File: src/rtl/core/fsc_pkg.sv
// ----------------------------------------------------------------------------
// fsc_pkg - shared types and constants of the servo speed controller
// Event codes, job format between front and back, divider and queue status.
// ----------------------------------------------------------------------------
`default_nettype none

package fsc_pkg;

    // event codes on the input channel
    localparam logic [1:0] CMD_BUTTON  = 2'd0;
    localparam logic [1:0] CMD_POT     = 2'd1;
    localparam logic [1:0] CMD_EDGE    = 2'd2;
    localparam logic [1:0] CMD_REFRESH = 2'd3;

    // configuration register indexes
    localparam logic CFG_MIN_FEEDBACK = 1'b0;
    localparam logic CFG_MAX_FEEDBACK = 1'b1;

    localparam logic [11:0] MIN_FEEDBACK_RST = 12'd32;
    localparam logic [11:0] MAX_FEEDBACK_RST = 12'd1076;

    // direction codes on the result channel
    localparam logic [1:0] DIR_STOP = 2'd0;
    localparam logic [1:0] DIR_CW   = 2'd1;
    localparam logic [1:0] DIR_CCW  = 2'd2;

    // drive pulse
    localparam logic [10:0] PULSE_STOP     = 11'd1500;
    localparam logic [10:0] PULSE_CW_BASE  = 11'd1480;
    localparam logic [10:0] PULSE_CCW_BASE = 11'd1520;
    localparam logic [10:0] PULSE_MIN      = 11'd1280;
    localparam logic [10:0] PULSE_MAX      = 11'd1720;
    localparam logic [7:0]  POT_GAIN       = 8'd200;
    localparam logic [12:0] POT_FULL_SCALE = 13'd4095;

    // angle and speed scaling
    localparam logic [8:0]  ANGLE_FULL  = 9'd360;
    localparam logic [31:0] SPEED_SCALE = 32'd5000000;

    localparam logic signed [15:0] RPM_POS_SAT = 16'sh7FFF;
    localparam logic signed [15:0] RPM_NEG_SAT = 16'sh8000;

    // shared restoring divider
    localparam int DIV_NUM_W   = 31;
    localparam int DIV_DEN_W   = 34;
    localparam int DIV_CNT_W   = 5;
    localparam int ANGLE_NUM_W = 21;
    localparam int ANGLE_PAD   = DIV_NUM_W - ANGLE_NUM_W;
    localparam logic [DIV_CNT_W-1:0] ANGLE_STEPS = DIV_CNT_W'(ANGLE_NUM_W);
    localparam logic [DIV_CNT_W-1:0] SPEED_STEPS = DIV_CNT_W'(DIV_NUM_W);

    // job queue
    localparam int Q_DEPTH = 2;
    localparam int Q_PTR_W = $clog2(Q_DEPTH);
    localparam int Q_CNT_W = $clog2(Q_DEPTH + 1);

    typedef enum logic [2:0] {
        OP_BUTTON,
        OP_POT,
        OP_RISE,
        OP_FALL,
        OP_REFRESH
    } t_op;

    typedef struct packed {
        t_op         op;
        logic [7:0]  pot_speed;   // pot*200/4095, precomputed for pot beats
        logic [31:0] ts;
    } t_job;

    typedef struct packed {
        logic full;
        logic empty;
    } t_q_stat;

    typedef struct packed {
        logic                 start;
        logic [DIV_NUM_W-1:0] num;
        logic [DIV_DEN_W-1:0] den;
        logic [DIV_CNT_W-1:0] steps;
    } t_div_req;

    typedef struct packed {
        logic                 done;
        logic [DIV_NUM_W-1:0] quot;
    } t_div_rsp;

    typedef enum logic [2:0] {
        S_IDLE,
        S_ANGLE,
        S_ANGLE_DIV,
        S_SPEED_MUL,
        S_SPEED_START,
        S_SPEED_DIV,
        S_DONE
    } t_back_state;

endpackage

`default_nettype wire

File: src/rtl/core/feedback_servo_speed_controller.sv
// ----------------------------------------------------------------------------
// feedback_servo_speed_controller - continuous-rotation servo controller
// Mode and drive pulse from button and pot events, shaft angle and speed
// from the feedback line.
// ----------------------------------------------------------------------------
// Every accepted input beat yields exactly one result beat showing the state
// after that event. Intake and execution are split by a two-entry job queue,
// so the input side keeps taking beats while the back end computes or while
// a result waits on a stalled output. Button, pot, rising-edge and refresh
// beats go from the queue head through S_IDLE and S_DONE to the result
// register. A falling edge whose high time lies inside the calibrated span
// runs a 21-step angle divide then a 31-step speed divide, both on one shared
// one-bit-per-cycle divider; a clamped angle skips the first divide and the
// first edge (or a zero time gap) skips the second. The divider sets the
// sustained rate for feedback events. The user must write min/max feedback
// registers only while no beat is in flight; the block does not enforce it.
// ----------------------------------------------------------------------------
`default_nettype none

module feedback_servo_speed_controller (
    input  wire logic               i_clk,
    input  wire logic               i_rst_n,
    // configuration write port
    input  wire logic               i_cfg_we,
    input  wire logic               i_cfg_index,
    input  wire logic [11:0]        i_cfg_data,
    // event beats in
    input  wire logic               i_valid,
    output logic                    o_stall,
    input  wire logic [1:0]         i_cmd,
    input  wire logic [11:0]        i_pot_sample,
    input  wire logic               i_edge_level,
    input  wire logic [31:0]        i_timestamp_us,
    // result beats out
    output logic                    o_valid,
    input  wire logic               i_stall,
    output logic [10:0]             o_pulse_width_us,
    output logic [1:0]              o_direction,
    output logic [8:0]              o_angle_deg,
    output logic signed [15:0]      o_rpm_tenths
);

    fsc_pkg::t_job      w_push_job;
    fsc_pkg::t_job      w_head_job;
    fsc_pkg::t_q_stat   w_q_stat;
    fsc_pkg::t_div_req  w_div_req;
    fsc_pkg::t_div_rsp  w_div_rsp;
    logic               w_push;
    logic               w_pop;

    // intake: decode the event and precompute the pot speed term
    fsc_front u_front (
        .i_valid        (i_valid),
        .i_cmd          (i_cmd),
        .i_pot_sample   (i_pot_sample),
        .i_edge_level   (i_edge_level),
        .i_timestamp_us (i_timestamp_us),
        .i_q_stat       (w_q_stat),
        .o_stall        (o_stall),
        .o_push         (w_push),
        .o_job          (w_push_job)
    );

    // decoupling queue
    fsc_queue u_queue (
        .i_clk   (i_clk),
        .i_rst_n (i_rst_n),
        .i_push  (w_push),
        .i_job   (w_push_job),
        .i_pop   (w_pop),
        .o_job   (w_head_job),
        .o_stat  (w_q_stat)
    );

    // shared divider for angle and speed
    fsc_div u_div (
        .i_clk   (i_clk),
        .i_rst_n (i_rst_n),
        .i_req   (w_div_req),
        .o_rsp   (w_div_rsp)
    );

    // execution and result register
    fsc_back u_back (
        .i_clk            (i_clk),
        .i_rst_n          (i_rst_n),
        .i_cfg_we         (i_cfg_we),
        .i_cfg_index      (i_cfg_index),
        .i_cfg_data       (i_cfg_data),
        .i_job            (w_head_job),
        .i_q_stat         (w_q_stat),
        .o_pop            (w_pop),
        .o_div_req        (w_div_req),
        .i_div_rsp        (w_div_rsp),
        .i_stall          (i_stall),
        .o_valid          (o_valid),
        .o_pulse_width_us (o_pulse_width_us),
        .o_direction      (o_direction),
        .o_angle_deg      (o_angle_deg),
        .o_rpm_tenths     (o_rpm_tenths)
    );

endmodule

`default_nettype wire

File: src/rtl/core/fsc_front.sv
// ----------------------------------------------------------------------------
// fsc_front - event intake and classification
// Decodes each input beat into a job and pushes it into the job queue.
// ----------------------------------------------------------------------------
`default_nettype none

module fsc_front (
    input  wire logic           i_valid,
    input  wire logic [1:0]     i_cmd,
    input  wire logic [11:0]    i_pot_sample,
    input  wire logic           i_edge_level,
    input  wire logic [31:0]    i_timestamp_us,
    input  wire fsc_pkg::t_q_stat i_q_stat,
    output logic                o_stall,
    output logic                o_push,
    output fsc_pkg::t_job       o_job
);

    logic [19:0] w_pot_prod;
    logic [7:0]  w_q0;
    logic [12:0] w_rem;

    // x/4095 = (x>>12) plus one when (x & 4095) + (x>>12) reaches 4095
    assign w_pot_prod = {8'b0, i_pot_sample} * {12'b0, fsc_pkg::POT_GAIN};
    assign w_q0       = w_pot_prod[19:12];
    assign w_rem      = {1'b0, w_pot_prod[11:0]} + {5'b0, w_q0};

    always_comb begin
        o_job.ts        = i_timestamp_us;
        o_job.pot_speed = w_q0 + {7'b0, (w_rem >= fsc_pkg::POT_FULL_SCALE)};
        case (i_cmd)
            fsc_pkg::CMD_BUTTON:  o_job.op = fsc_pkg::OP_BUTTON;
            fsc_pkg::CMD_POT:     o_job.op = fsc_pkg::OP_POT;
            fsc_pkg::CMD_EDGE:    o_job.op = i_edge_level ? fsc_pkg::OP_RISE
                                                          : fsc_pkg::OP_FALL;
            default:              o_job.op = fsc_pkg::OP_REFRESH;
        endcase
    end

    assign o_stall = i_q_stat.full;
    assign o_push  = i_valid && !i_q_stat.full;

endmodule

`default_nettype wire

File: src/rtl/core/fsc_queue.sv
// ----------------------------------------------------------------------------
// fsc_queue - job queue between front and back
// Small register FIFO; lets intake continue while the back end computes.
// ----------------------------------------------------------------------------
`default_nettype none

module fsc_queue (
    input  wire logic           i_clk,
    input  wire logic           i_rst_n,
    input  wire logic           i_push,
    input  wire fsc_pkg::t_job  i_job,
    input  wire logic           i_pop,
    output fsc_pkg::t_job       o_job,
    output fsc_pkg::t_q_stat    o_stat
);

    fsc_pkg::t_job                 r_mem [fsc_pkg::Q_DEPTH];
    logic [fsc_pkg::Q_PTR_W-1:0]   r_wr_ptr;
    logic [fsc_pkg::Q_PTR_W-1:0]   r_rd_ptr;
    logic [fsc_pkg::Q_CNT_W-1:0]   r_count;

    assign o_stat.full  = (r_count == fsc_pkg::Q_CNT_W'(fsc_pkg::Q_DEPTH));
    assign o_stat.empty = (r_count == '0);
    assign o_job        = r_mem[r_rd_ptr];

    always_ff @(posedge i_clk) begin
        if (i_push) begin
            r_mem[r_wr_ptr] <= i_job;
        end
    end

    always_ff @(posedge i_clk) begin
        if (!i_rst_n) begin
            r_wr_ptr <= '0;
            r_rd_ptr <= '0;
            r_count  <= '0;
        end else begin
            if (i_push) begin
                r_wr_ptr <= r_wr_ptr + 1'b1;
            end
            if (i_pop) begin
                r_rd_ptr <= r_rd_ptr + 1'b1;
            end
            if (i_push && !i_pop) begin
                r_count <= r_count + 1'b1;
            end else if (i_pop && !i_push) begin
                r_count <= r_count - 1'b1;
            end
        end
    end

    a_no_pop_empty: assert property (@(posedge i_clk) disable iff (!i_rst_n)
        i_pop |-> !o_stat.empty)
        else $error("queue popped while empty");

endmodule

`default_nettype wire

File: src/rtl/core/fsc_div.sv
// ----------------------------------------------------------------------------
// fsc_div - shared restoring divider
// One quotient bit per cycle; numerator is consumed MSB first.
// ----------------------------------------------------------------------------
`default_nettype none

module fsc_div (
    input  wire logic           i_clk,
    input  wire logic           i_rst_n,
    input  wire fsc_pkg::t_div_req i_req,
    output fsc_pkg::t_div_rsp   o_rsp
);

    logic [fsc_pkg::DIV_NUM_W-1:0] r_num;
    logic [fsc_pkg::DIV_DEN_W-1:0] r_den;
    logic [fsc_pkg::DIV_DEN_W-1:0] r_rem;
    logic [fsc_pkg::DIV_NUM_W-1:0] r_quot;
    logic [fsc_pkg::DIV_CNT_W-1:0] r_cnt;
    logic                          r_busy;
    logic                          r_done;

    logic [fsc_pkg::DIV_DEN_W:0]   w_trial;
    logic [fsc_pkg::DIV_DEN_W:0]   w_diff;
    logic                          w_qbit;

    assign w_trial = {r_rem, r_num[fsc_pkg::DIV_NUM_W-1]};
    assign w_diff  = w_trial - {1'b0, r_den};
    assign w_qbit  = (w_trial >= {1'b0, r_den});

    assign o_rsp.done = r_done;
    assign o_rsp.quot = r_quot;

    always_ff @(posedge i_clk) begin
        if (i_req.start) begin
            r_num  <= i_req.num;
            r_den  <= i_req.den;
            r_rem  <= '0;
            r_quot <= '0;
        end else if (r_busy) begin
            r_num  <= {r_num[fsc_pkg::DIV_NUM_W-2:0], 1'b0};
            r_rem  <= w_qbit ? w_diff[fsc_pkg::DIV_DEN_W-1:0]
                             : w_trial[fsc_pkg::DIV_DEN_W-1:0];
            r_quot <= {r_quot[fsc_pkg::DIV_NUM_W-2:0], w_qbit};
        end
    end

    always_ff @(posedge i_clk) begin
        if (!i_rst_n) begin
            r_busy <= 1'b0;
            r_done <= 1'b0;
            r_cnt  <= '0;
        end else begin
            r_done <= 1'b0;
            if (i_req.start) begin
                r_busy <= 1'b1;
                r_cnt  <= i_req.steps;
            end else if (r_busy) begin
                r_cnt <= r_cnt - 1'b1;
                if (r_cnt == fsc_pkg::DIV_CNT_W'(1)) begin
                    r_busy <= 1'b0;
                    r_done <= 1'b1;
                end
            end
        end
    end

    a_done_after_busy: assert property (@(posedge i_clk) disable iff (!i_rst_n)
        r_done |-> $past(r_busy))
        else $error("divider done without a run");

    a_busy_count: assert property (@(posedge i_clk) disable iff (!i_rst_n)
        r_busy |-> (r_cnt != '0))
        else $error("divider busy with zero step count");

endmodule

`default_nettype wire

File: src/rtl/core/fsc_back.sv
// ----------------------------------------------------------------------------
// fsc_back - job execution
// Holds the controller state, sequences angle and speed divides, and owns
// the result register.
// ----------------------------------------------------------------------------
`default_nettype none

module fsc_back (
    input  wire logic                  i_clk,
    input  wire logic                  i_rst_n,
    input  wire logic                  i_cfg_we,
    input  wire logic                  i_cfg_index,
    input  wire logic [11:0]           i_cfg_data,
    input  wire fsc_pkg::t_job         i_job,
    input  wire fsc_pkg::t_q_stat      i_q_stat,
    output logic                       o_pop,
    output fsc_pkg::t_div_req          o_div_req,
    input  wire fsc_pkg::t_div_rsp     i_div_rsp,
    input  wire logic                  i_stall,
    output logic                       o_valid,
    output logic [10:0]                o_pulse_width_us,
    output logic [1:0]                 o_direction,
    output logic [8:0]                 o_angle_deg,
    output logic signed [15:0]         o_rpm_tenths
);

    fsc_pkg::t_back_state r_state, n_state;

    // configuration
    logic [11:0] r_min_fb;
    logic [11:0] r_max_fb;

    // controller state
    logic        r_stopped;
    logic        r_clockwise;
    logic [7:0]  r_pot_speed;
    logic [10:0] r_drive;
    logic [31:0] r_rise_time;
    logic [31:0] r_last_fall;
    logic [8:0]  r_last_angle;
    logic        r_prev_valid;
    logic signed [15:0] r_speed;

    // working registers for a falling edge
    logic [31:0] r_ts;
    logic [31:0] r_high;
    logic [8:0]  r_angle_new;
    logic        r_neg;
    logic        r_do_speed;
    logic [fsc_pkg::DIV_NUM_W-1:0] r_num;
    logic [fsc_pkg::DIV_DEN_W-1:0] r_den;

    // result register
    logic        r_out_valid;
    logic [10:0] r_out_pulse;
    logic [1:0]  r_out_dir;
    logic [8:0]  r_out_angle;
    logic signed [15:0] r_out_rpm;

    logic        w_out_free;
    logic        w_out_load;
    logic        w_degenerate;
    logic        w_high_gt_lo;
    logic        w_high_ge_hi;
    logic        w_need_div;
    logic [8:0]  w_angle_fixed;
    logic [11:0] w_span_off;
    logic [11:0] w_span;
    logic [fsc_pkg::ANGLE_NUM_W-1:0] w_angle_prod;
    logic signed [9:0]  w_delta;
    logic [8:0]  w_mag;
    logic [31:0] w_speed_prod;
    logic [31:0] w_gap;
    logic        w_gap_ok;
    logic [fsc_pkg::DIV_NUM_W-1:0] w_quot;
    logic signed [15:0] w_speed_sat;

    assign w_out_free = !r_out_valid || !i_stall;

    // angle classification of the measured high time
    assign w_degenerate  = (r_max_fb <= r_min_fb);
    assign w_high_gt_lo  = (r_high > {20'b0, r_min_fb});
    assign w_high_ge_hi  = (r_high >= {20'b0, r_max_fb});
    assign w_need_div    = !w_degenerate && w_high_gt_lo && !w_high_ge_hi;
    assign w_angle_fixed = (w_degenerate ? w_high_gt_lo : w_high_ge_hi)
                           ? fsc_pkg::ANGLE_FULL : 9'd0;
    assign w_span_off    = r_high[11:0] - r_min_fb;
    assign w_span        = r_max_fb - r_min_fb;
    assign w_angle_prod  = {9'b0, w_span_off}
                           * fsc_pkg::ANGLE_NUM_W'(fsc_pkg::ANGLE_FULL);

    // speed numerator and denominator
    assign w_delta      = $signed({1'b0, r_last_angle}) - $signed({1'b0, r_angle_new});
    assign w_mag        = w_delta[9] ? 9'(-w_delta) : w_delta[8:0];
    assign w_speed_prod = {23'b0, w_mag} * fsc_pkg::SPEED_SCALE;
    assign w_gap        = r_ts - r_last_fall;
    assign w_gap_ok     = (w_gap != 32'd0);

    // saturate the quotient to the signed 16-bit result
    assign w_quot = i_div_rsp.quot;
    always_comb begin
        if (r_neg) begin
            w_speed_sat = (w_quot > fsc_pkg::DIV_NUM_W'(32768))
                          ? fsc_pkg::RPM_NEG_SAT : -$signed(w_quot[15:0]);
        end else begin
            w_speed_sat = (w_quot > fsc_pkg::DIV_NUM_W'(32767))
                          ? fsc_pkg::RPM_POS_SAT : $signed(w_quot[15:0]);
        end
    end

    // next state
    always_comb begin
        n_state = r_state;
        case (r_state)
            fsc_pkg::S_IDLE: begin
                if (!i_q_stat.empty) begin
                    n_state = (i_job.op == fsc_pkg::OP_FALL) ? fsc_pkg::S_ANGLE
                                                            : fsc_pkg::S_DONE;
                end
            end
            fsc_pkg::S_ANGLE: begin
                n_state = w_need_div ? fsc_pkg::S_ANGLE_DIV : fsc_pkg::S_SPEED_MUL;
            end
            fsc_pkg::S_ANGLE_DIV: begin
                if (i_div_rsp.done) begin
                    n_state = fsc_pkg::S_SPEED_MUL;
                end
            end
            fsc_pkg::S_SPEED_MUL: begin
                n_state = (r_prev_valid && w_gap_ok) ? fsc_pkg::S_SPEED_START
                                                     : fsc_pkg::S_DONE;
            end
            fsc_pkg::S_SPEED_START: n_state = fsc_pkg::S_SPEED_DIV;
            fsc_pkg::S_SPEED_DIV: begin
                if (i_div_rsp.done) begin
                    n_state = fsc_pkg::S_DONE;
                end
            end
            fsc_pkg::S_DONE: begin
                if (w_out_free) begin
                    n_state = fsc_pkg::S_IDLE;
                end
            end
            default: n_state = fsc_pkg::S_IDLE;
        endcase
    end

    // control outputs
    always_comb begin
        o_pop      = 1'b0;
        w_out_load = 1'b0;
        o_div_req  = '0;
        case (r_state)
            fsc_pkg::S_IDLE: o_pop = !i_q_stat.empty;
            fsc_pkg::S_ANGLE: begin
                o_div_req.start = w_need_div;
                o_div_req.num   = {w_angle_prod, {fsc_pkg::ANGLE_PAD{1'b0}}};
                o_div_req.den   = {{(fsc_pkg::DIV_DEN_W - 12){1'b0}}, w_span};
                o_div_req.steps = fsc_pkg::ANGLE_STEPS;
            end
            fsc_pkg::S_SPEED_START: begin
                o_div_req.start = 1'b1;
                o_div_req.num   = r_num;
                o_div_req.den   = r_den;
                o_div_req.steps = fsc_pkg::SPEED_STEPS;
            end
            fsc_pkg::S_DONE: w_out_load = w_out_free;
            default: ;
        endcase
    end

    always_ff @(posedge i_clk) begin
        if (!i_rst_n) begin
            r_state <= fsc_pkg::S_IDLE;
        end else begin
            r_state <= n_state;
        end
    end

    // configuration writes
    always_ff @(posedge i_clk) begin
        if (!i_rst_n) begin
            r_min_fb <= fsc_pkg::MIN_FEEDBACK_RST;
            r_max_fb <= fsc_pkg::MAX_FEEDBACK_RST;
        end else if (i_cfg_we) begin
            case (i_cfg_index)
                fsc_pkg::CFG_MIN_FEEDBACK: r_min_fb <= i_cfg_data;
                default:                   r_max_fb <= i_cfg_data;
            endcase
        end
    end

    // controller state updates
    always_ff @(posedge i_clk) begin
        if (!i_rst_n) begin
            r_stopped    <= 1'b1;
            r_clockwise  <= 1'b1;
            r_pot_speed  <= 8'd0;
            r_drive      <= fsc_pkg::PULSE_STOP;
            r_rise_time  <= 32'd0;
            r_last_fall  <= 32'd0;
            r_last_angle <= 9'd0;
            r_prev_valid <= 1'b0;
            r_speed      <= 16'sd0;
        end else begin
            if (o_pop) begin
                case (i_job.op)
                    fsc_pkg::OP_BUTTON: begin
                        if (!r_stopped) begin
                            r_stopped <= 1'b1;
                        end else begin
                            r_stopped   <= 1'b0;
                            r_clockwise <= !r_clockwise;
                        end
                    end
                    fsc_pkg::OP_POT:  r_pot_speed <= i_job.pot_speed;
                    fsc_pkg::OP_RISE: r_rise_time <= i_job.ts;
                    fsc_pkg::OP_REFRESH: begin
                        if (r_stopped) begin
                            r_drive <= fsc_pkg::PULSE_STOP;
                        end else if (r_clockwise) begin
                            r_drive <= fsc_pkg::PULSE_CW_BASE - {3'b0, r_pot_speed};
                        end else begin
                            r_drive <= fsc_pkg::PULSE_CCW_BASE + {3'b0, r_pot_speed};
                        end
                    end
                    default: ;
                endcase
            end
            if (r_state == fsc_pkg::S_SPEED_MUL) begin
                r_last_fall  <= r_ts;
                r_last_angle <= r_angle_new;
                r_prev_valid <= 1'b1;
            end
            if (r_state == fsc_pkg::S_SPEED_DIV && i_div_rsp.done) begin
                r_speed <= w_speed_sat;
            end
        end
    end

    // falling-edge working registers
    always_ff @(posedge i_clk) begin
        if (o_pop) begin
            r_ts   <= i_job.ts;
            r_high <= i_job.ts - r_rise_time;
        end
        if (r_state == fsc_pkg::S_ANGLE) begin
            r_angle_new <= w_angle_fixed;
        end
        if (r_state == fsc_pkg::S_ANGLE_DIV && i_div_rsp.done) begin
            r_angle_new <= w_quot[8:0];
        end
        if (r_state == fsc_pkg::S_SPEED_MUL) begin
            r_neg      <= w_delta[9];
            r_do_speed <= r_prev_valid && w_gap_ok;
            r_num      <= w_speed_prod[fsc_pkg::DIV_NUM_W-1:0];
            r_den      <= {2'b0, w_gap} + {1'b0, w_gap, 1'b0};
        end
    end

    // result register
    always_ff @(posedge i_clk) begin
        if (!i_rst_n) begin
            r_out_valid <= 1'b0;
        end else if (w_out_load) begin
            r_out_valid <= 1'b1;
        end else if (!i_stall) begin
            r_out_valid <= 1'b0;
        end
    end

    always_ff @(posedge i_clk) begin
        if (w_out_load) begin
            r_out_pulse <= r_drive;
            r_out_dir   <= r_stopped ? fsc_pkg::DIR_STOP
                                     : (r_clockwise ? fsc_pkg::DIR_CW : fsc_pkg::DIR_CCW);
            r_out_angle <= r_last_angle;
            r_out_rpm   <= r_speed;
        end
    end

    assign o_valid          = r_out_valid;
    assign o_pulse_width_us = r_out_pulse;
    assign o_direction      = r_out_dir;
    assign o_angle_deg      = r_out_angle;
    assign o_rpm_tenths     = r_out_rpm;

    a_speed_div_gated: assert property (@(posedge i_clk) disable iff (!i_rst_n)
        (r_state == fsc_pkg::S_SPEED_DIV) |-> r_do_speed)
        else $error("speed divide without a valid time gap");

    a_drive_range: assert property (@(posedge i_clk) disable iff (!i_rst_n)
        (r_drive >= fsc_pkg::PULSE_MIN) && (r_drive <= fsc_pkg::PULSE_MAX))
        else $error("drive pulse out of range");

endmodule

`default_nettype wire

File: config.mk
export PLATFORM = sky130hd
export DESIGN_NAME = feedback_servo_speed_controller
export DESIGN_NICKNAME = d
export VERILOG_FILES = /design/src/rtl/core/fsc_pkg.sv /design/src/rtl/core/feedback_servo_speed_controller.sv /design/src/rtl/core/fsc_front.sv /design/src/rtl/core/fsc_queue.sv /design/src/rtl/core/fsc_div.sv /design/src/rtl/core/fsc_back.sv
export SDC_FILE = /design/constraint.sdc
export NUM_CORES = 1
export LEC_CHECK = 0
export ABC_AREA = 1
export ABC_CLOCK_PERIOD_IN_PS = 12600
export BUFFER_PORTS_ARGS = -buffer_cell sky130_fd_sc_hd__buf_2
export CAP_MARGIN = 20
export CORE_UTILIZATION = 30
export DETAILED_ROUTE_END_ITERATION = 8
export PLACE_DENSITY = 0.55
export REMOVE_ABC_BUFFERS = 1
export SLEW_MARGIN = 20
export SYNTH_ARGS = -nofsm -noshare
export SYNTH_HDL_FRONTEND = slang
export SYNTH_SLANG_ARGS = --single-unit
File: constraint.sdc
create_clock -name i_clk -period 12.6 [get_ports i_clk]
set_input_delay 1.89 -clock i_clk [delete_from_list [all_inputs] [get_ports i_clk]]
set_output_delay 1.89 -clock i_clk [all_outputs]
set_load 0.005 [all_outputs]
==> impl_metrics.py, run 1 <==
metrics = {
    "status": {
        "status": "completed",
    },
    "cells_and_area": {
        "fillers": 12301,
        "finalNonFillerCells": 5946,
        "multi_input_area_sq_um": 18300,
        "final_nets": 4838,
        "ff_latch_area_sq_um": 13800,
        "drive_gt1_share_pct": 6.60,
        "insertedDiodeCount": 0,
        "area_growth_pct": 12.2,
    },
    "synth": {
        "ys_warn_count": 0,
        "synth.distinct_cells": 67,
        "synth_fa_ha_area_share_pct": 15.6,
        "synth-seq-area-share_pct": 39.2,
        "synth_area_per_cell_sq_um": 8.22,
        "synth_area_sq_um": 35100,
        "ys_ff_latch": 530,
        "ys.flop_type": "edfxtp_1",
        "synth_top_area_share_pct": 26.9,
        "async_flop_share_pct": 0,
        "synthSimpleGateAreaFrac_pct": 18.0,
        "yosysTopAreaCell": "edfxtp_1",
        "synth-edff-count": 315,
        "synth.area.mux_share_pct": 0.991,
        "synth_cells": 4272,
        "synthTopCellsByArea": "edfxtp_1, ha_1, dfxtp_1",
        "synth_xor_area_share_pct": 4.24,
        "synth_top_family_by_area": "simple AND/OR/NAND/NOR gates",
        "synth-compound-area-share_pct": 13.1,
    },
    "setup_path": {
        "crit_slowest_cell": "fa_1",
        "slowest_delay_ps": 490,
        "r2r-start": "u_back.r_last_angle[0]$_SDFFE_PN0P_",
        "crit_required_ps": 12970,
        "critical_path_arrival_ps": 7100,
        "critical_path_class": "in -> reg",
        "worstReg2RegEnd": "u_back.r_num[30]$_DFFE_PP_",
        "crit_fanout": 5,
        "rrSetupSlack_ps": 6410,
        "worst_setup_path_end_kind": "flop",
        "reg2reg_depth": 31,
        "worstSetupStartpointType": "input port",
    },
    "clock_network": {
        "clock-sinks": 530,
        "cts_buffers": 61,
        "path_clk_slew_ps": 60,
        "ctsLongestPathBuffers": 3,
        "cts_tree": "yes",
        "cts_hold_buf": 0,
        "ctsRootBufferMaster": "clkbuf_16",
        "post_cts_resized": 0,
        "clk-insertion-delay-late_ps": 640,
        "htree_levels": 2,
        "cts_setup_buffers": 0,
    },
    "placement": {
        "port_buffers": 103,
        "dp_cells": 5829,
        "place_congestion": 0.895,
        "place_hpwl_mm": 68.8,
    },
    "worst_hold_path": {
        "holdPathStages": 0,
        "min_from": "u_back.r_speed[12]$_SDFFE_PN0P_",
        "hold-path-endpoint": "u_back.o_rpm_tenths[12]$_DFFE_PP_",
        "min_path_type": "reg -> reg",
    },
    "detailed_routing": {
        "drt_iter0_drc": 1498,
        "routedWlPerCell_microns": 14.7,
        "vias": 27802,
        "ant_nets": 0,
        "avgViaCountPerCell": 4.68,
        "routed_wl_mm": 87.4,
        "drt-pass1-iter-count": 6,
        "drc_errors": 0,
    },
    "floorplanning": {
        "core.rowCount": 125,
        "die_y_microns": 344,
        "core-area_sq_um": 116000,
        "top_level_ports": 105,
        "initial_core_util_pct": 30.3,
        "die_area_sq_um": 118000,
        "dieWidth_microns": 344,
    },
    "global_route": {
        "grt_max_degree": 89,
        "grt_pass1_vias": 27172,
        "antenna_found_initial": 8,
        "overflow": 0,
        "grt_use_total_pct": 14.7,
        "grt_pass1_wl_mm": 141,
    },
    "timing": {
        "final_hold_viol_count": 0,
        "layout_min_cycle_time_ps": 6730,
        "period_share_pct": 53.4,
        "clock_skew_ps": 22.7,
        "tightest_slew_ps": 975,
        "finalSetupViolations": 0,
        "finalSetupTns_ps": 0,
        "finalMaxSlewViolations": 0,
        "fmax_ghz": 0.148,
        "maxSlewHeadroom_pct": 34.3,
        "grt_setup_unrepaired": "no",
    },
    "run": {
        "cap_violations": 0,
    },
}
==> Yosys cell counts, types with 9 or more instances <==
| master | n |
|---|---|
| o211ai_1 | 21 |
| fa_1 | 57 |
| nor4_1 | 15 |
| o21a_1 | 9 |
| a21boi_0 | 11 |
| a21o_1 | 23 |
| a22oi_1 | 11 |
| nand3_1 | 199 |
| nor3_1 | 41 |
| xor2_1 | 122 |
| a31oi_1 | 23 |
| o21ai_0 | 284 |
| o21bai_1 | 22 |
| inv_1 | 706 |
| o21ai_1 | 18 |
| mux2_2 | 30 |
| a21oi_1 | 347 |
| edfxtp_1 | 315 |
| nand4_1 | 51 |
| nand2_1 | 811 |
| dfxtp_1 | 215 |
| nor2_1 | 362 |
| buf_6 | 13 |
| clkbuf_1 | 53 |
| ha_1 | 347 |
| a211oi_1 | 21 |
| buf_2 | 10 |
| xnor2_1 | 46 |
==> registers in the layout, summed over array words and instances (netlist names), 10 cells and up, named ones only <==
signal,cells
u_back.r_ts,32
u_div.r_den,34
u_back.r_den,34
u_back.r_high,32
u_queue.r_mem,86
u_back.r_speed,16
u_back.r_last_fall,32
u_back.r_drive,10
u_back.o_pulse_width_us,10
u_back.o_rpm_tenths,16
u_back.r_num,25
u_back.r_min_fb,12
u_div.r_num,25
u_back.r_rise_time,32
u_back.r_max_fb,12
u_div.r_rem,34
u_div.r_quot,31
==> placed cells by master (no fill, tap or decap), drive strengths merged, types with 6 or more instances in the layout <==
master / count
a211oi: 22
a21boi: 11
a21o: 23
a21oi: 352
a22oi: 11
a31oi: 23
buf: 119
bufinv: 7
clkbuf: 83
clkinv: 22
clkinvlp: 6
dfxtp: 215
edfxtp: 315
fa: 57
ha: 347
inv: 711
mux2: 30
nand2: 817
nand3: 199
nand3b: 8
nand4: 53
nor2: 368
nor3: 42
nor4: 15
o211ai: 21
o21a: 9
o21ai: 304
o21bai: 24
xnor2: 47
xor2: 122
==> worst max path at each step <==
| stage | slack (ps) | end | cells past startpoint | from |
|---|---|---|---|---|
| after floorplan | 5990 | u_queue.r_mem[0][38]$_DFFE_PP_ | 29 | i_pot_sample[4] |
| after global placement | 5240 | u_queue.r_mem[0][38]$_DFFE_PP_ | 31 | i_pot_sample[5] |
| after detailed placement | 5220 | u_queue.r_mem[0][38]$_DFFE_PP_ | 31 | i_pot_sample[5] |
| after CTS | 5890 | u_queue.r_mem[1][38]$_DFFE_PP_ | 31 | i_pot_sample[5] |
| after global routing | 5260 | u_queue.r_mem[0][38]$_DFFE_PP_ | 31 | i_pot_sample[4] |
| final | 5870 | u_queue.r_mem[1][38]$_DFFE_PP_ | 31 | i_pot_sample[5] |
==> area by class of cell <==
class	count	share of cell area [%]
clock buffers	83	4.29
clock inverters	33	1.00
inverters	713	6.80
multi-input cells	2944	46.4
flip-flops and latches	530	35.0
well taps	1524	4.84
repair buffers	119	1.69
==> critical path, delay by kind of cell <==
| family | cells | cell delay, ps |
|---|---|---|
| AO/OA/AOI/OAI | 4 | 710 |
| AND/OR/NAND/NOR | 14 | 1360 |
| adder cells (fa/ha/maj) | 8 | 2380 |
| buffers and inverters | 4 | 350 |
| XOR/XNOR | 1 | 400 |
==> layer usage <==
layer  GRT usage, %  vias to the layer above  share of wire (%)
li1               -                    14405                  -
met1           19.9                    12843                 48
met2           24.7                      415                 46
met3           1.63                      133                3.3
met4           3.93                        6                2.5
met5              0                        -              0.031
==> logic make-up after synthesis <==
| kind of cell | Yosys count |
|---|---|
| AO/OA/AOI/OAI | 824 |
| XOR/XNOR | 169 |
| adder cells (fa/ha/maj) | 404 |
| buffers and inverters | 798 |
| flip-flops | 530 |
| multiplexers | 31 |
| other | 1 |
| AND/OR/NAND/NOR | 1515 |
==> through the flow <==
stage | util, % | hold WS, ps | setup WS (ps) | instance area, sq um
4_1_cts | 33.9 | 424 | 5890 | 39400
6_report | 33.9 | 420 | 5870 | 39400
3_5_place_dp | 32.1 | 412 | 5220 | 37300
3_3_place_gp | 32.1 | 410 | 5240 | 37200
2_1_floorplan | - | 402 | 5990 | 34700
5_1_grt | 33.9 | 425 | 5260 | 39400
Power of run 1 is not shown: default switching activity piles up to over one toggle a cycle in this logic, so the estimate is an artifact.
==> run 2, diff against run 1 <==
--- a/config.mk
+++ b/config.mk
@@ -6,12 +6,12 @@
 export NUM_CORES = 1
 export LEC_CHECK = 0
 export ABC_AREA = 1
-export ABC_CLOCK_PERIOD_IN_PS = 12600
+export ABC_CLOCK_PERIOD_IN_PS = 5500
 export BUFFER_PORTS_ARGS = -buffer_cell sky130_fd_sc_hd__buf_2
 export CAP_MARGIN = 20
 export CORE_UTILIZATION = 30
 export DETAILED_ROUTE_END_ITERATION = 8
-export PLACE_DENSITY = 0.55
+export PLACE_DENSITY = 0.57
 export REMOVE_ABC_BUFFERS = 1
 export SLEW_MARGIN = 20
 export SYNTH_ARGS = -nofsm -noshare
==> constraint.sdc (replaced) <==
create_clock -name i_clk -period 5.5 [get_ports i_clk]
set_input_delay 0.825 -clock i_clk [delete_from_list [all_inputs] [get_ports i_clk]]
set_output_delay 0.825 -clock i_clk [all_outputs]
set_load 0.005 [all_outputs]
==> impl_metrics.py, run 2 (synthesis results as in run 1) <==
metrics = {
    "status": {
        "status": "completed",
    },
    "timing": {
        "clock_skew_ps": 40.7,
        "fmax_ghz": 0.186,
        "layout_min_cycle_time_ps": 5360,
        "maxSlewHeadroom_pct": 32.4,
        "final_hold_viol_count": 0,
        "finalMaxSlewViolations": 0,
        "period_share_pct": 97.5,
        "tightest_slew_ps": 1010,
        "finalSetupViolations": 0,
        "grt_setup_unrepaired": "yes",
    },
    "setup_path": {
        "critical_path_class": "reg -> reg",
        "slowest_delay_ps": 380,
        "path_delay_family": "buffers and inverters",
        "worst_setup_path_end_kind": "flop",
        "crit_required_ps": 6020,
        "crit_slowest_cell": "fa_2",
        "worstSetupStartpointType": "flop",
        "crit_buf_inv": 29,
        "crit_fanout": 3,
        "critical_path_arrival_ps": 5880,
        "path_common_cell": "buf_4",
    },
    "global_route": {
        "grtUsageMet1_pct": 19.7,
        "antenna_found_initial": 5,
        "grt_util_met3_pct": 2.25,
        "overflow": 0,
        "grt_busiest_layer": "met2",
        "use_met2_pct": 25.2,
        "grt_pass1_vias": 27841,
        "grt_use_total_pct": 15.0,
        "grt_pass1_wl_mm": 144,
        "grt_max_degree": 81,
    },
    "clock_network": {
        "cts_tree": "yes",
        "clock-sinks": 530,
        "htree_levels": 2,
        "ctsLongestPathBuffers": 3,
        "path_clk_slew_ps": 60,
        "clk-insertion-delay-late_ps": 650,
        "cts_buffers": 61,
        "ctsRootBufferMaster": "clkbuf_16",
    },
    "floorplanning": {
        "top_level_ports": 105,
        "initial_core_util_pct": 30.3,
        "die_y_microns": 344,
        "dieWidth_microns": 344,
        "core.rowCount": 125,
        "die_area_sq_um": 118000,
        "core-area_sq_um": 116000,
    },
    "detailed_routing": {
        "vias": 28446,
        "routedWlPerCell_microns": 14.8,
        "avgViaCountPerCell": 4.66,
        "drt_iter0_drc": 1757,
        "drc_errors": 0,
        "routed_wl_mm": 90.2,
        "drt-pass1-iter-count": 6,
        "ant_nets": 0,
    },
    "cells_and_area": {
        "finalNonFillerCells": 6102,
        "drive_gt1_share_pct": 12.1,
        "design_area_sq_um": 41200,
        "layout_common_cells": "nand2_1, inv_1, nor2_1",
        "regMostFlops": "u_queue.r_mem",
        "final_nets": 4993,
        "fillers": 12041,
        "area_growth_pct": 17.4,
        "largest_reg_flops": 86,
        "final_common_cell": "nand2_1",
    },
    "worst_hold_path": {
        "min_path_type": "in -> reg",
    },
    "placement": {
        "place_congestion": 0.894,
        "dp_cells": 5940,
        "dpl_cell_area_sq_um": 38100,
        "place_hpwl_mm": 70.2,
        "port_buffers": 103,
    },
    "run": {
        "cap_violations": 0,
    },
}
## run 2: final timing paths
path	start	endpoint	slack, ps	cells after the start
setup reg to reg	u_back.r_last_angle[0]$_SDFFE_PN0P_	u_back.r_num[30]$_DFFE_PP_	140	40
hold / removal	i_timestamp_us[25]	u_queue.r_mem[0][25]$_DFFE_PP_	370	1
hold reg to reg	u_back.r_speed[5]$_SDFFE_PN0P_	u_back.o_rpm_tenths[5]$_DFFE_PP_	410	0
setup / recovery	u_back.r_last_angle[0]$_SDFFE_PN0P_	u_back.r_num[30]$_DFFE_PP_	140	40
## run 2: what timing repair did
| action | in CTS | in global routing |
|---|---|---|
| endpoints found under the hold margin | 0 | 0 |
| endpoints found under the setup margin | 11 | 28 |
| buffers inserted | 34 | 13 |
| hold buffers | 0 | 0 |
| resized for setup | 25 | 107 |
| pin swaps | 14 | 53 |
## run 2: layout make-up
class / instances / area [sq um] / share of cell area, %
multi-input combinational: 2944 / 18900 / 45.8
inverter: 713 / 2680 / 6.50
antenna: 1 / 2.50 / 0.00607
tap: 1524 / 1910 / 4.63
clock inverter: 41 / 472 / 1.14
sequential: 530 / 13800 / 33.4
clock buffer: 75 / 1630 / 3.96
timing repair buffer: 274 / 1880 / 4.57
## run 2: per-layer routing
layer | routed length [microns] | vias to the layer above | share of wire [%]
met3 | 3830 | 137 | 4.2
met4 | 2460 | 6 | 2.7
met5 | 39 | - | 0.043
met2 | 41700 | 464 | 46
met1 | 42100 | 13143 | 47
li1 | - | 14696 | -
## run 2: through the flow
| step | hold slack (ps) | worst slack (ps) | setup TNS, ps | utilization [%] |
|---|---|---|---|---|
| after global routing | 338 | -84.2 | -308 | 35.5 |
| after global placement | 412 | -226 | -2830 | 32.8 |
| after CTS | 326 | 27.4 | 0 | 35.0 |
| after floorplan | 402 | -596 | -19860 | - |
| final | 374 | 137 | 0 | 35.5 |
| after detailed placement | 410 | -338 | -4360 | 32.9 |
Power of run 2 is left out for the same reason.
==> run 3, diff against run 2 <==
--- a/config.mk
+++ b/config.mk
@@ -11,8 +11,11 @@
 export CAP_MARGIN = 20
 export CORE_UTILIZATION = 30
 export DETAILED_ROUTE_END_ITERATION = 8
+export GPL_TIMING_DRIVEN = 0
+export HOLD_SLACK_MARGIN = 0.02
 export PLACE_DENSITY = 0.57
 export REMOVE_ABC_BUFFERS = 1
+export SKIP_CTS_REPAIR_TIMING = 1
 export SLEW_MARGIN = 20
 export SYNTH_ARGS = -nofsm -noshare
 export SYNTH_HDL_FRONTEND = slang
==> impl_metrics.py, run 3 (synthesis results as in run 1) <==
metrics = {
    "detailed_routing": {
        "avgViaCountPerCell": 4.68,
        "ant_nets": 0,
        "routedWlPerCell_microns": 14.3,
        "drt_iter0_drc": 1585,
        "drc_errors": 0,
        "vias": 27962,
        "routed_wl_mm": 85.5,
        "drt-pass1-iter-count": 5,
    },
    "timing": {
        "tightest_slew_ps": 1010,
        "finalSetupViolations": 7,
        "setup_ws_ps": -136,
        "clock_skew_ps": 31.7,
        "maxSlewHeadroom_pct": 32.4,
        "layout_min_cycle_time_ps": 5640,
        "period_share_pct": 102,
        "finalMaxSlewViolations": 0,
        "fmax_ghz": 0.177,
        "final_hold_viol_count": 0,
        "holdWs_ps": 327,
        "grt_setup_unrepaired": "yes",
    },
    "cells_and_area": {
        "final_common_cell": "nand2_1",
        "fillers": 12088,
        "layout_common_cells": "nand2_1, inv_1, nor2_1",
        "area_growth_pct": 14.7,
        "drive_gt1_share_pct": 8.96,
        "regMostFlops": "u_queue.r_mem",
        "final_nets": 4861,
        "design_area_sq_um": 40300,
        "largest_reg_flops": 86,
    },
    "run": {
        "cap_violations": 0,
    },
    "clock_network": {
        "ctsRootBufferMaster": "clkbuf_16",
        "path_clk_slew_ps": 70,
        "cts_tree": "yes",
        "cts_buffers": 60,
        "clock-sinks": 530,
        "ctsLongestPathBuffers": 3,
        "htree_levels": 2,
        "clk-insertion-delay-late_ps": 680,
    },
    "placement": {
        "place_congestion": 0.910,
        "port_buffers": 103,
        "place_hpwl_mm": 67.0,
        "dpl_cell_area_sq_um": 37600,
    },
    "global_route": {
        "grt_pass1_wl_mm": 137,
        "overflow": 0,
        "antenna_found_initial": 17,
        "grt_max_degree": 98,
        "grt_pass1_vias": 26586,
        "grt_use_total_pct": 14.2,
    },
    "setup_path": {
        "crit_required_ps": 5990,
        "crit_fanout": 5,
        "worst_setup_path_end_kind": "flop",
        "slowest_delay_ps": 520,
        "critical_path_class": "reg -> reg",
        "reg2reg_depth": 27,
        "worstSetupStartpointType": "flop",
        "crit_buf_inv": 5,
        "path_delay_family": "adder cells",
        "crit_slowest_cell": "fa_1",
        "critical_path_arrival_ps": 6120,
        "path_depth": 27,
    },
    "floorplanning": {
        "core-area_sq_um": 116000,
        "core.rowCount": 125,
        "die_area_sq_um": 118000,
        "die_y_microns": 344,
        "initial_core_util_pct": 30.3,
        "top_level_ports": 105,
        "dieWidth_microns": 344,
    },
    "status": {
        "status": "finished with violations",
        "failed_checks": "negative setup slack",
    },
    "worst_hold_path": {
        "holdPathStages": 1,
        "min_path_type": "in -> reg",
    },
}
-- run 3: changes by cell type in the layout (fill, tap and decap cells not counted), sizes merged --
cell / delta
bufinv: -5
buf: -132
clkbuf: +12
inv: -8
diode: +3
-- run 3: area by class of cell --
cell class | instances | area [sq um] | area share (%)
multi-input cells | 2944 | 18700 | 46.5
flip-flops and latches | 530 | 13800 | 34.2
inverters | 713 | 2680 | 6.66
well taps | 1524 | 1910 | 4.73
clock buffers | 86 | 1710 | 4.25
repair buffers | 143 | 1130 | 2.81
clock inverters | 28 | 320 | 0.795
diodes | 4 | 10.0 | 0.0248
-- run 3: routing by layer --
metal	wire length [microns]	vias to the layer above	share of wire, %	global-route usage, %
li1	-	14452	-	-
met1	41100	12933	48	19.6
met2	38500	450	45	23.0
met3	3700	119	4.3	1.84
met4	2140	8	2.5	4.31
met5	34	-	0.040	0
-- run 3: final timing paths --
path | startpoint | end | slack, ps
worst min register to register | u_back.r_drive[5]$_SDFFE_PN0P_ | u_back.o_pulse_width_us[5]$_DFFE_PP_ | 430
worst min-delay path | i_timestamp_us[20] | u_queue.r_mem[0][20]$_DFFE_PP_ | 330
worst max-delay path | u_back.r_angle_new[0]$_SDFFCE_PN0P_ | u_back.r_num[27]$_DFFE_PP_ | -140
worst max register to register | u_back.r_angle_new[0]$_SDFFCE_PN0P_ | u_back.r_num[27]$_DFFE_PP_ | -140
-- run 3: per-stage QoR --
step                      util (%)  setup slack (ps)  instances  TNS (ps)
after floorplan                  -              -596       4187    -19860
after global placement        32.0             -3970       5814   -310450
after detailed placement      32.4              -898       5832    -15790
after CTS                     34.1              -950       5946     -7900
after global routing          34.7              -405       5969     -3000
final                         34.7              -136       5972      -496
Power of run 3 is left out for the same reason.
